===== config.mk =====
export PLATFORM = sky130hd
export DESIGN_NAME = glyph_outline_filter_unit
export DESIGN_NICKNAME = d
export VERILOG_FILES = /design/src/hdl/gof_pkg.sv /design/src/hdl/gof_column_store.sv /design/src/hdl/gof_emitter.sv /design/src/hdl/glyph_outline_filter_unit.sv
export SDC_FILE = /design/constraint.sdc
export NUM_CORES = 2
export LEC_CHECK = 0
export BUFFER_PORTS_ARGS = -buffer_cell sky130_fd_sc_hd__buf_2
export CORE_ASPECT_RATIO = 0.75
export CORE_MARGIN = 2
export CORE_UTILIZATION = 50
export CTS_BUF_LIST = sky130_fd_sc_hd__clkbuf_8 sky130_fd_sc_hd__clkbuf_16
export CTS_CLUSTER_DIAMETER = 120
export DETAILED_ROUTE_END_ITERATION = 8
export GPL_ROUTABILITY_DRIVEN = 0
export PLACE_DENSITY = 0.8
export SETUP_SLACK_MARGIN = 0.2
export SYNTH_ARGS = -nofsm -noshare
export SYNTH_HDL_FRONTEND = slang
export SYNTH_HIERARCHICAL = 1
export SYNTH_SLANG_ARGS = --single-unit

===== constraint.sdc =====
create_clock -name clk -period 7.02 [get_ports clk]
set_input_delay 0.702 -clock clk [delete_from_list [all_inputs] [get_ports clk]]
set_output_delay 0.702 -clock clk [all_outputs]
set_load 0.03 [all_outputs]

===== src/hdl/gof_pkg.sv =====
// Shared types and constants for the glyph outline filter.
`timescale 1ns / 1ps
`default_nettype none

package gof_pkg;

  // Field widths of the channels
  localparam int GOF_PIX_W     = 8;
  localparam int GOF_ROW_W     = 10;
  localparam int GOF_COL_OUT_W = 6;
  localparam int GOF_OUT_W     = GOF_ROW_W + GOF_COL_OUT_W + GOF_PIX_W;

  // Configuration registers
  localparam int GOF_FW_W      = 7;
  localparam int GOF_FH_W      = 11;
  localparam int GOF_CFG_W     = 11;
  localparam int GOF_CFG_IDX_W = 2;
  localparam logic [GOF_CFG_IDX_W-1:0] CFG_FRAME_WIDTH  = 2'd0;
  localparam logic [GOF_CFG_IDX_W-1:0] CFG_FRAME_HEIGHT = 2'd1;
  localparam logic [GOF_FW_W-1:0] GOF_FW_RESET = 7'd32;
  localparam logic [GOF_FH_W-1:0] GOF_FH_RESET = 11'd32;
  localparam logic [GOF_FH_W-1:0] GOF_MAX_HEIGHT = 11'd1024;

  localparam int GOF_DEFAULT_MAX_WIDTH = 64;

  // Each memory word holds one column of the three row slots
  localparam int GOF_SLOTS  = 3;
  localparam int GOF_WORD_W = GOF_SLOTS * GOF_PIX_W;

  // Result kinds, one mask bit each, in raster order
  localparam int RES_UP_PREV = 0;   // (r-1, c-1)
  localparam int RES_UP_END  = 1;   // (r-1, W-1)
  localparam int RES_LO_PREV = 2;   // (r,   c-1), last row only
  localparam int RES_LO_END  = 3;   // (r,   W-1), last row only
  localparam int GOF_KINDS   = 4;

  // One column of the window, rows r-2, r-1, r
  typedef struct packed {
    logic [GOF_PIX_W-1:0] older;
    logic [GOF_PIX_W-1:0] prev;
    logic [GOF_PIX_W-1:0] cur;
  } gof_col_t;

  // Position data of one item, worked out when it is taken
  typedef struct packed {
    logic [GOF_KINDS-1:0]     mask;
    logic [GOF_ROW_W-1:0]     row;
    logic [GOF_COL_OUT_W-1:0] col_prev;
    logic [GOF_COL_OUT_W-1:0] col_end;
    logic                     up_clamp;    // row r-1 is the top row
    logic                     lo_clamp;    // row r is the top row
    logic                     lclamp_prev; // column c-1 is the first column
    logic                     lclamp_end;  // column c is the first column
  } gof_pos_t;

  // Work handed to the result stage: position plus three columns
  typedef struct packed {
    gof_pos_t pos;
    gof_col_t v2;   // column c-2
    gof_col_t v1;   // column c-1
    gof_col_t v0;   // column c
  } gof_job_t;

  function automatic logic [GOF_PIX_W-1:0] gof_max2(input logic [GOF_PIX_W-1:0] a,
                                                    input logic [GOF_PIX_W-1:0] b);
    return (a > b) ? a : b;
  endfunction

endpackage

`default_nettype wire


===== src/hdl/gof_column_store.sv =====
// Column store: three row slots per column, read-modify-write with forwarding.
`timescale 1ns / 1ps
`default_nettype none

module gof_column_store import gof_pkg::*; #(
  parameter  int MAX_WIDTH = GOF_DEFAULT_MAX_WIDTH,
  localparam int AW        = $clog2(MAX_WIDTH)
) (
  input  wire logic                 clk,
  input  wire logic                 rst_n,
  input  wire logic                 rd_en,
  input  wire logic [AW-1:0]        rd_addr,
  input  wire logic                 wr_en,
  input  wire logic [AW-1:0]        wr_addr,
  input  wire logic [1:0]           wr_slot,
  input  wire logic [GOF_PIX_W-1:0] wr_pixel,
  output gof_col_t                  col_out
);

  logic [GOF_WORD_W-1:0] store_r [MAX_WIDTH];
  logic [GOF_WORD_W-1:0] rd_q_r;
  logic [GOF_WORD_W-1:0] fwd_word_r;
  logic                  fwd_hit_r;
  logic [GOF_WORD_W-1:0] raw_word;
  logic [GOF_WORD_W-1:0] wr_word;
  logic [1:0]            older_slot;
  logic [1:0]            prev_slot;

  // Memory: one write port, one registered read port
  always_ff @(posedge clk) begin
    if (wr_en) begin
      store_r[wr_addr] <= wr_word;
    end
    if (rd_en) begin
      rd_q_r     <= store_r[rd_addr];
      fwd_word_r <= wr_word;
    end
  end

  // A read that meets a write to the same column takes the merged word
  always_ff @(posedge clk) begin
    if (!rst_n) begin
      fwd_hit_r <= 1'b0;
    end else if (rd_en) begin
      fwd_hit_r <= wr_en && (rd_addr == wr_addr);
    end
  end

  // Merge the new pixel into its row slot
  always_comb begin
    raw_word = fwd_hit_r ? fwd_word_r : rd_q_r;
    wr_word  = raw_word;
    case (wr_slot)
      2'd0:    wr_word[0*GOF_PIX_W +: GOF_PIX_W] = wr_pixel;
      2'd1:    wr_word[1*GOF_PIX_W +: GOF_PIX_W] = wr_pixel;
      default: wr_word[2*GOF_PIX_W +: GOF_PIX_W] = wr_pixel;
    endcase
  end

  // Slots of rows r-2 and r-1, then reorder the column by row
  assign older_slot = (wr_slot == 2'd2) ? 2'd0 : wr_slot + 2'd1;
  assign prev_slot  = (wr_slot == 2'd0) ? 2'd2 : wr_slot - 2'd1;

  always_comb begin
    col_out.older = raw_word[older_slot*GOF_PIX_W +: GOF_PIX_W];
    col_out.prev  = raw_word[prev_slot*GOF_PIX_W +: GOF_PIX_W];
    col_out.cur   = wr_pixel;
  end

endmodule

`default_nettype wire


===== src/hdl/gof_emitter.sv =====
// Result stage: steps through the results of one item and computes each value.
`timescale 1ns / 1ps
`default_nettype none

module gof_emitter import gof_pkg::*; (
  input  wire logic                 clk,
  input  wire logic                 rst_n,
  input  wire logic                 job_load,
  input  gof_job_t                  job_in,
  output logic                      emit_ready,
  output logic                      out_tvalid,
  input  wire logic                 out_tready,
  output logic [GOF_OUT_W-1:0]      out_tdata,  // out_row, out_col, out_value
  output logic                      out_tlast   // run_last
);

  typedef struct packed {
    logic [GOF_PIX_W-1:0] top;
    logic [GOF_PIX_W-1:0] mid;
    logic [GOF_PIX_W-1:0] bot;
  } gof_tap_t;

  gof_job_t               job_r;
  logic                   job_v_r;
  logic                   out_v_r;
  logic [GOF_OUT_W-1:0]   out_data_r;
  logic                   out_last_r;

  logic [GOF_KINDS-1:0]   pick;
  logic [GOF_KINDS-1:0]   remaining;
  logic                   out_free;
  logic                   emitting;
  logic                   upper;
  logic                   at_end;
  gof_col_t               col_l, col_c, col_r;
  gof_tap_t               tap_l, tap_c, tap_r;
  logic [GOF_PIX_W-1:0]   n1, n2;
  logic [GOF_PIX_W+1:0]   wsum;
  logic [GOF_PIX_W-1:0]   edge_val;
  logic [GOF_PIX_W-1:0]   value;
  logic [GOF_ROW_W-1:0]   res_row;
  logic [GOF_COL_OUT_W-1:0] res_col;

  // Map a stored column onto the top, middle and bottom rows of the window
  function automatic gof_tap_t map_rows(input gof_col_t v, input logic up,
                                        input logic up_clamp, input logic lo_clamp);
    gof_tap_t t;
    if (up) begin
      t.top = up_clamp ? v.prev : v.older;
      t.mid = v.prev;
      t.bot = v.cur;
    end else begin
      t.top = lo_clamp ? v.cur : v.prev;
      t.mid = v.cur;
      t.bot = v.cur;
    end
    return t;
  endfunction

  // Lowest pending result goes first
  assign pick       = job_r.pos.mask & (~job_r.pos.mask + 4'd1);
  assign remaining  = job_r.pos.mask & ~pick;
  assign out_free   = !out_v_r || out_tready;
  assign emitting   = job_v_r && out_free;
  assign emit_ready = !job_v_r || (out_free && (remaining == '0));

  // Window for the picked result
  always_comb begin
    upper  = pick[RES_UP_PREV] | pick[RES_UP_END];
    at_end = pick[RES_UP_END] | pick[RES_LO_END];
    if (at_end) begin
      col_l = job_r.pos.lclamp_end ? job_r.v0 : job_r.v1;
      col_c = job_r.v0;
      col_r = job_r.v0;
    end else begin
      col_l = job_r.pos.lclamp_prev ? job_r.v1 : job_r.v2;
      col_c = job_r.v1;
      col_r = job_r.v0;
    end
    tap_l = map_rows(col_l, upper, job_r.pos.up_clamp, job_r.pos.lo_clamp);
    tap_c = map_rows(col_c, upper, job_r.pos.up_clamp, job_r.pos.lo_clamp);
    tap_r = map_rows(col_r, upper, job_r.pos.up_clamp, job_r.pos.lo_clamp);
  end

  // Outline or body value
  always_comb begin
    n1 = gof_max2(gof_max2(tap_l.mid, tap_r.mid), gof_max2(tap_c.top, tap_c.bot));
    n2 = gof_max2(gof_max2(tap_l.top, tap_r.top), gof_max2(tap_l.bot, tap_r.bot));
    wsum = {2'b00, n1} + {1'b0, n1, 1'b0} + {2'b00, n2};
    edge_val = wsum[GOF_PIX_W+1:2];
    if (tap_c.mid == '0) begin
      value = {1'b0, edge_val[GOF_PIX_W-1:1]};
    end else begin
      value = {1'b1, tap_c.mid[GOF_PIX_W-1:1]};
    end
    // values above 128 in the first and last column of a row are halved
    if ((at_end || job_r.pos.lclamp_prev) && (value > 8'd128)) begin
      value = {1'b0, value[GOF_PIX_W-1:1]};
    end
    res_row = upper ? job_r.pos.row - 10'd1 : job_r.pos.row;
    res_col = at_end ? job_r.pos.col_end : job_r.pos.col_prev;
  end

  // Control: job and output valid
  always_ff @(posedge clk) begin
    if (!rst_n) begin
      job_v_r <= 1'b0;
      out_v_r <= 1'b0;
    end else begin
      if (job_load) begin
        job_v_r <= 1'b1;
      end else if (emitting && (remaining == '0)) begin
        job_v_r <= 1'b0;
      end
      if (emitting) begin
        out_v_r <= 1'b1;
      end else if (out_tready) begin
        out_v_r <= 1'b0;
      end
    end
  end

  // Payload: job descriptor and output register
  always_ff @(posedge clk) begin
    if (job_load) begin
      job_r <= job_in;
    end else if (emitting) begin
      job_r.pos.mask <= remaining;
    end
    if (emitting) begin
      out_data_r <= {value, res_col, res_row};
      out_last_r <= (remaining == '0);
    end
  end

  assign out_tvalid = out_v_r;
  assign out_tdata  = out_data_r;
  assign out_tlast  = out_last_r;

  // A held job always has something left to send
  a_job_nonempty: assert property (@(posedge clk) disable iff (!rst_n)
    job_v_r |-> (job_r.pos.mask != '0))
    else $error("result job held with empty mask");

  // A result that is not the last of its item leaves the job pending
  a_more_pending: assert property (@(posedge clk) disable iff (!rst_n)
    (out_tvalid && !out_tlast) |-> job_v_r)
    else $error("non-last result without pending job");

  // No new job while the current one still has results behind this one
  a_no_overrun: assert property (@(posedge clk) disable iff (!rst_n)
    (job_load && job_v_r) |-> (emitting && (remaining == '0)))
    else $error("job loaded over pending results");

endmodule

`default_nettype wire


===== src/hdl/glyph_outline_filter_unit.sv =====
// Top level of the glyph outline filter: position tracking, stages and config.
//
// Streaming 3x3 outline filter for 8-bit glyph coverage bitmaps.
// in_*  : one coverage pixel per item, raster order, row after row.
// out_* : result items, tdata = {out_value, out_col, out_row}, tlast marks
//         the last result caused by one input pixel.
// cfg_* : write-only registers, index 0 frame_width, 1 frame_height; any
//         write to either restarts the frame at row 0, column 0.
// Pixel (r,c) gives result (r-1,c-1); a row end adds (r-1,W-1), and the
// last row adds its own results, up to four per pixel.
// Path: a taken pixel passes the merge stage (the column read shares the
// taking edge), then the job register and the result register. The result
// stage sends one result per cycle while the receiver takes them, so the
// column store is read once per item and a plain pixel flows at one item
// per cycle unless the output stalls; row ends and the last row cause up
// to four results, and the next item waits until they are sent.
// Reset clears the counters and the configuration (32 x 32); the column
// store is not cleared and needs no pass. A stalled receiver holds the
// output register; one item waits in the result stage and one in the
// merge stage, then in_tready drops.
`timescale 1ns / 1ps
`default_nettype none

module glyph_outline_filter_unit import gof_pkg::*; #(
  parameter  int MAX_WIDTH = GOF_DEFAULT_MAX_WIDTH,
  localparam int AW        = $clog2(MAX_WIDTH),
  localparam int WW        = $clog2(MAX_WIDTH + 1)
) (
  input  wire logic                     clk,
  input  wire logic                     rst_n,
  input  wire logic                     in_tvalid,
  output logic                          in_tready,
  input  wire logic [GOF_PIX_W-1:0]     in_tdata,   // pixel_in
  output logic                          out_tvalid,
  input  wire logic                     out_tready,
  output logic [GOF_OUT_W-1:0]          out_tdata,  // out_row, out_col, out_value
  output logic                          out_tlast,  // run_last
  input  wire logic                     cfg_we,
  input  wire logic [GOF_CFG_IDX_W-1:0] cfg_index,
  input  wire logic [GOF_CFG_W-1:0]     cfg_wdata
);

  logic [GOF_FW_W-1:0]  frame_width_r;
  logic [GOF_FH_W-1:0]  frame_height_r;
  logic [AW-1:0]        col_r, col_nxt;
  logic [GOF_ROW_W-1:0] row_r, row_nxt;
  logic [1:0]           slot_r, slot_nxt;

  logic [WW-1:0]        eff_w;
  logic [GOF_FH_W-1:0]  eff_h;
  logic                 restart;
  logic [AW-1:0]        c0;
  logic [GOF_ROW_W-1:0] r0;
  logic [1:0]           slot0;
  logic                 row_end0;
  logic                 last_row0;
  logic                 in_accept;
  gof_pos_t             pos0;

  logic                 s1_v_r;
  gof_pos_t             s1_pos_r;
  logic [AW-1:0]        s1_addr_r;
  logic [1:0]           s1_slot_r;
  logic [GOF_PIX_W-1:0] s1_pixel_r;
  logic                 s1_go;
  logic                 emit_ready;
  logic                 job_load;
  gof_col_t             cur_col;
  gof_col_t             p1_r, p2_r;
  gof_job_t             job;

  // Effective frame size
  always_comb begin
    if (frame_width_r == '0) begin
      eff_w = WW'(1);
    end else if (32'(frame_width_r) > MAX_WIDTH) begin
      eff_w = WW'(MAX_WIDTH);
    end else begin
      eff_w = WW'(frame_width_r);
    end
    if (frame_height_r == '0) begin
      eff_h = 11'd1;
    end else if (frame_height_r > GOF_MAX_HEIGHT) begin
      eff_h = GOF_MAX_HEIGHT;
    end else begin
      eff_h = frame_height_r;
    end
  end

  // Position of the incoming pixel and the results it completes
  always_comb begin
    restart   = (WW'(col_r) >= eff_w) || ({1'b0, row_r} >= eff_h);
    c0        = restart ? '0 : col_r;
    r0        = restart ? '0 : row_r;
    slot0     = restart ? 2'd0 : slot_r;
    row_end0  = ((WW'(c0) + WW'(1)) == eff_w);
    last_row0 = (({1'b0, r0} + 11'd1) == eff_h);

    pos0.mask[RES_UP_PREV] = (r0 != '0) && (c0 != '0);
    pos0.mask[RES_UP_END]  = (r0 != '0) && row_end0;
    pos0.mask[RES_LO_PREV] = last_row0 && (c0 != '0);
    pos0.mask[RES_LO_END]  = last_row0 && row_end0;
    pos0.row         = r0;
    pos0.col_prev    = GOF_COL_OUT_W'(c0 - AW'(1));
    pos0.col_end     = GOF_COL_OUT_W'(eff_w - WW'(1));
    pos0.up_clamp    = (r0 == 10'd1);
    pos0.lo_clamp    = (r0 == '0);
    pos0.lclamp_prev = (c0 == AW'(1));
    pos0.lclamp_end  = (c0 == '0);

    if (row_end0) begin
      col_nxt  = '0;
      row_nxt  = last_row0 ? '0 : r0 + 10'd1;
      slot_nxt = (last_row0 || (slot0 == 2'd2)) ? 2'd0 : slot0 + 2'd1;
    end else begin
      col_nxt  = c0 + AW'(1);
      row_nxt  = r0;
      slot_nxt = slot0;
    end
  end

  // Handshake: the merge stage moves on when its results have a place
  assign s1_go     = s1_v_r && ((s1_pos_r.mask == '0) || emit_ready);
  assign in_tready = !s1_v_r || s1_go;
  assign in_accept = in_tvalid && in_tready;
  assign job_load  = s1_go && (s1_pos_r.mask != '0);

  // Configuration and frame counters
  always_ff @(posedge clk) begin
    if (!rst_n) begin
      frame_width_r  <= GOF_FW_RESET;
      frame_height_r <= GOF_FH_RESET;
      col_r          <= '0;
      row_r          <= '0;
      slot_r         <= 2'd0;
    end else if (cfg_we) begin
      case (cfg_index)
        CFG_FRAME_WIDTH: begin
          frame_width_r <= cfg_wdata[GOF_FW_W-1:0];
          col_r         <= '0;
          row_r         <= '0;
          slot_r        <= 2'd0;
        end
        CFG_FRAME_HEIGHT: begin
          frame_height_r <= cfg_wdata;
          col_r          <= '0;
          row_r          <= '0;
          slot_r         <= 2'd0;
        end
        default: begin
        end
      endcase
    end else if (in_accept) begin
      col_r  <= col_nxt;
      row_r  <= row_nxt;
      slot_r <= slot_nxt;
    end
  end

  // Merge stage valid
  always_ff @(posedge clk) begin
    if (!rst_n) begin
      s1_v_r <= 1'b0;
    end else if (in_accept) begin
      s1_v_r <= 1'b1;
    end else if (s1_go) begin
      s1_v_r <= 1'b0;
    end
  end

  // Merge stage payload and column window
  always_ff @(posedge clk) begin
    if (in_accept) begin
      s1_pos_r   <= pos0;
      s1_addr_r  <= c0;
      s1_slot_r  <= slot0;
      s1_pixel_r <= in_tdata;
    end
    if (s1_go) begin
      p2_r <= p1_r;
      p1_r <= cur_col;
    end
  end

  gof_column_store #(
    .MAX_WIDTH (MAX_WIDTH)
  ) u_store (
    .clk      (clk),
    .rst_n    (rst_n),
    .rd_en    (in_accept),
    .rd_addr  (c0),
    .wr_en    (s1_go),
    .wr_addr  (s1_addr_r),
    .wr_slot  (s1_slot_r),
    .wr_pixel (s1_pixel_r),
    .col_out  (cur_col)
  );

  always_comb begin
    job.pos = s1_pos_r;
    job.v2  = p2_r;
    job.v1  = p1_r;
    job.v0  = cur_col;
  end

  gof_emitter u_emit (
    .clk        (clk),
    .rst_n      (rst_n),
    .job_load   (job_load),
    .job_in     (job),
    .emit_ready (emit_ready),
    .out_tvalid (out_tvalid),
    .out_tready (out_tready),
    .out_tdata  (out_tdata),
    .out_tlast  (out_tlast)
  );

  // After a pixel is taken the column counter stays inside the row
  a_col_in_row: assert property (@(posedge clk) disable iff (!rst_n)
    in_accept |=> (WW'(col_r) < $past(eff_w)))
    else $error("column counter left the row");

endmodule

`default_nettype wire

==> flow_summary.rst <==
.. list-table::
   :header-rows: 1

   * - Metric
     - Value
   * - Slew at the pin closest to its max-slew limit
     - between 1000 and 1500 ps
   * - Critical Path AT
     - 7730 ps
   * - Number of inserted filler cells in the final layout
     - 10600
   * - Register area share after synthesis
     - between 70% and 80%
   * - Syn_area_per_cell
     - 18.4 um^2
   * - Overall routing resource usage
     - 25.0%
   * - Setup Total Neg Slack
     - -659 ps
   * - Post-route worst setup slack
     - -164 ps
   * - Leak Pwr
     - 27.8 nW
   * - Clock tree from TritonCTS
     - done
   * - Status
     - complete, but fails checks
   * - Post-detailed-placement half-perimeter wirelength
     - 113000 um
   * - Synth Instances
     - 4134
   * - Antenna violations before repair
     - 3
   * - Class of the most critical setup path
     - flop to flop
   * - Relative area change from synthesis to final layout
     - 13.8%
   * - YS warnings
     - 6
   * - Area fraction of the dominant cell type after synthesis
     - 71.2%
   * - Via count of the routed design
     - between 40000 and 50000
   * - Post-CTS clock slew at the launch and capture registers of the worst setup and hold paths
     - 60 ps
   * - Net count, final
     - 4548
   * - Wire length per cell after detailed routing
     - 29.7 um
   * - Post-detailed-routing wire length
     - 195000 um
   * - Top_reg_cell synth
     - sky130_fd_sc_hd__edfxtp_1
   * - Initial core utilization
     - 50.6%
   * - Number of max-slew violations in the final report
     - 0
   * - Delay of the slowest cell on the worst path
     - between 400 and 500 ps
   * - Setup violation total in the final timing report
     - 5
   * - Data required time of the worst path
     - 7570 ps
   * - Vertical die dimension
     - 342 um
   * - Post-synth top cells
     - 1805 x sky130_fd_sc_hd__edfxtp_1, 363 x sky130_fd_sc_hd__mux4_2, 220 x sky130_fd_sc_hd__mux2i_1, 211 x sky130_fd_sc_hd__nor2_1, 157 x sky130_fd_sc_hd__nand2_1
   * - Number of placed I/O pins
     - 53
   * - Max Fanout on Critical Path
     - 8
   * - Most numerous cell in the Yosys netlist
     - sky130_fd_sc_hd__edfxtp_1
   * - Global-route wire length before repair
     - 284000 um
   * - Number of buffers and inverters on the critical path
     - 7
   * - Number of cell rows
     - 123
   * - Number of synthesized register bits
     - 1845
   * - Maximum frequency from static timing analysis
     - 0.139 GHz
   * - Cell area after technology mapping
     - 76100 um^2
   * - Via density
     - 6.48
   * - Maximum number of pins on one net before global-route repair
     - 81
   * - Final Hold Violating Endpoints
     - 0
   * - Cell taking the most area after synthesis
     - sky130_fd_sc_hd__edfxtp_1
   * - Grt total ovfl
     - 0
   * - Count of unresolved DRC violations after routing
     - 1
   * - Number of clock buffers inserted by TritonCTS
     - roughly 160
   * - Type of the worst min-delay path
     - input port to flop
   * - Peak supply drop
     - 0.845 mV
   * - Critical Path Start Type
     - flop
   * - Remaining number of nets flagged by the antenna check after routing
     - 0
   * - Total of max-cap violations
     - 0
   * - Area of the die
     - 155000 um^2
   * - Fin crit share
     - 102%
   * - RSZ-0062 raised after global routing
     - true
   * - Final critical-path required period
     - about 7200 ps
   * - Die width
     - 454 um
   * - Slew headroom
     - 5.77%
   * - Number of violations reported at the end of detailed-routing iteration 0
     - 7617
   * - Layout cell share with drive strength beyond 1
     - 27.2%
   * - Slowest library cell on the worst path
     - sky130_fd_sc_hd__fa_1
   * - 1st-pass router iterations
     - 9
   * - Capturing element type of the critical path
     - flop
   * - Pwr dens
     - between 200 and 300 nW/um^2
   * - Netlist cell types
     - 100
   * - Worst hold slack across all endpoints
     - 111 ps
   * - Top area cells in the synthesized netlist
     - sky130_fd_sc_hd__edfxtp_1 71%, sky130_fd_sc_hd__mux4_2 11%, sky130_fd_sc_hd__mux2i_1 2.9%
   * - Delay-heaviest family, CP
     - compound AO/OA/AOI/OAI gates
   * - Via count of the first global-routing pass
     - 42000
   * - Number of clock sinks seen by CTS
     - 1845
   * - H-tree levels
     - 4
   * - Clk_skew
     - roughly 54 ps
   * - Async set-reset flop share out of synthesis
     - 0%
   * - Post-synth EDFFs
     - 1805
   * - Largest buffer count on any clock path
     - 3
   * - Clock Tree Root
     - sky130_fd_sc_hd__clkbuf_16
   * - Core Footprint
     - roughly 150000 um^2
   * - Synth Net Count
     - 4250
   * - Violations in the final reports
     - DRC, setup timing
   * - Port Buffer Count
     - 52
   * - Clock latency reported for the late side of the worst-skew pair
     - 820 ps
## cell usage in the layout (no fill, tap or decap), drive strengths merged, types with 75 or more instances in the layout
master and count:
a21oi 131, buf 364, clkbuf 168, edfxtp 1805
ha 85, inv 144, mux2i 221, mux4 363
nand2 157, nor2 213, o21ai 75
## state kept, by name (all words and copies together) (netlist names), 7 cells and up
signal and count:
frame_height_r 11, frame_width_r 7, job 78, row_r 10, s1_pixel_r 8, u_emit/col_r 24, u_emit/job_r 78, u_emit/out_tdata 24
u_store/fwd_word_r 24, u_store/rd_q_r 24, u_store/store_r 1536
## worst register-to-register path: cells and delay by family (launching register included)
family                   cells  cell delay, ps
AO/OA/AOI/OAI               12            1960
AND/OR/NAND/NOR             10            1560
adder cells (fa/ha/maj)      4            1370
buffers and inverters        7             940
multiplexers                 2             740
flip-flops                   1             390
## cell type report
cell class	instances	area [um^2]	share of cell area [%]
Sequential cell	1845	55000	63.5
Multi-Input combinational cell	1964	20600	23.8
Clock buffer	168	4150	4.79
Timing Repair Buffer	364	2920	3.38
Tap cell	2000	2500	2.89
Clock inverter	125	978	1.13
Inverter	94	373	0.431
Antenna cell	2	5.00	0.00578
## worst paths after layout
check	depth (start not counted)	startpoint	slack [ps]	endpoint
min reg2reg	0	job[74]$_DFFE_PP_	400	u_emit/job_r[74]$_DFFE_PP_
max reg2reg	35	u_emit/job_r[100]$_DFFE_PP_	-160	u_emit/out_tdata[16]$_DFFE_PP_
max	35	u_emit/job_r[100]$_DFFE_PP_	-160	u_emit/out_tdata[16]$_DFFE_PP_
min	1	in_tdata[5]	110	s1_pixel_r[5]$_DFFE_PP_
## cells by family (layout without fill, tap and decap cells)
group	count (synthesis)	after routing	synth area share [%]
xor gates and xnor gates	39	39	0.449
other	0	2	0
DFF	1845	1845	72.3
muxes	643	643	14.5
adders and majority gates	91	91	1.54
buffers and inverters	325	751	2.13
and+or+nand+nor	653	653	4.17
AOI/OAI and AO/OA	538	538	4.89
## timing repair
action	CTS	global route
setup buffers	9	9
hold buffers	0	0
cloned	1	0
resized for setup	36	75
pin swaps	5	38
setup endpoints to repair	8	8
## routing by layer
layer	vias up	wire, um	track usage (%)
li1	17300	-	-
met1	21700	73600	35.6
met2	3053	89900	37.8
met3	429	25100	6.57
met4	0	6480	8.59
met5	-	0	0
## stage by stage
stage	utilization [%]	instances	cell area [um^2]	setup WS (ps)	power, mW
2_1_floorplan	-	4134	76300	-7.46	15.0
3_3_place_gp	53.6	6248	80700	-181	16.4
3_5_place_dp	53.6	6248	80700	-313	16.5
4_1_cts	57.2	6551	86100	74.3	25.1
5_1_grt	57.5	6560	86600	-478	26.6
6_report	57.5	6562	86600	-164	25.7
## power breakdown
part | switching, mW | total [mW] | internal (mW)
combinational | 2.57 | 4.68 | 2.11
clock | 4.03 | 8.62 | 4.59
sequential | 0.0765 | 12.4 | 12.3
total | 6.68 | 25.7 | 19.0
Power figures use the tool's default switching activity.
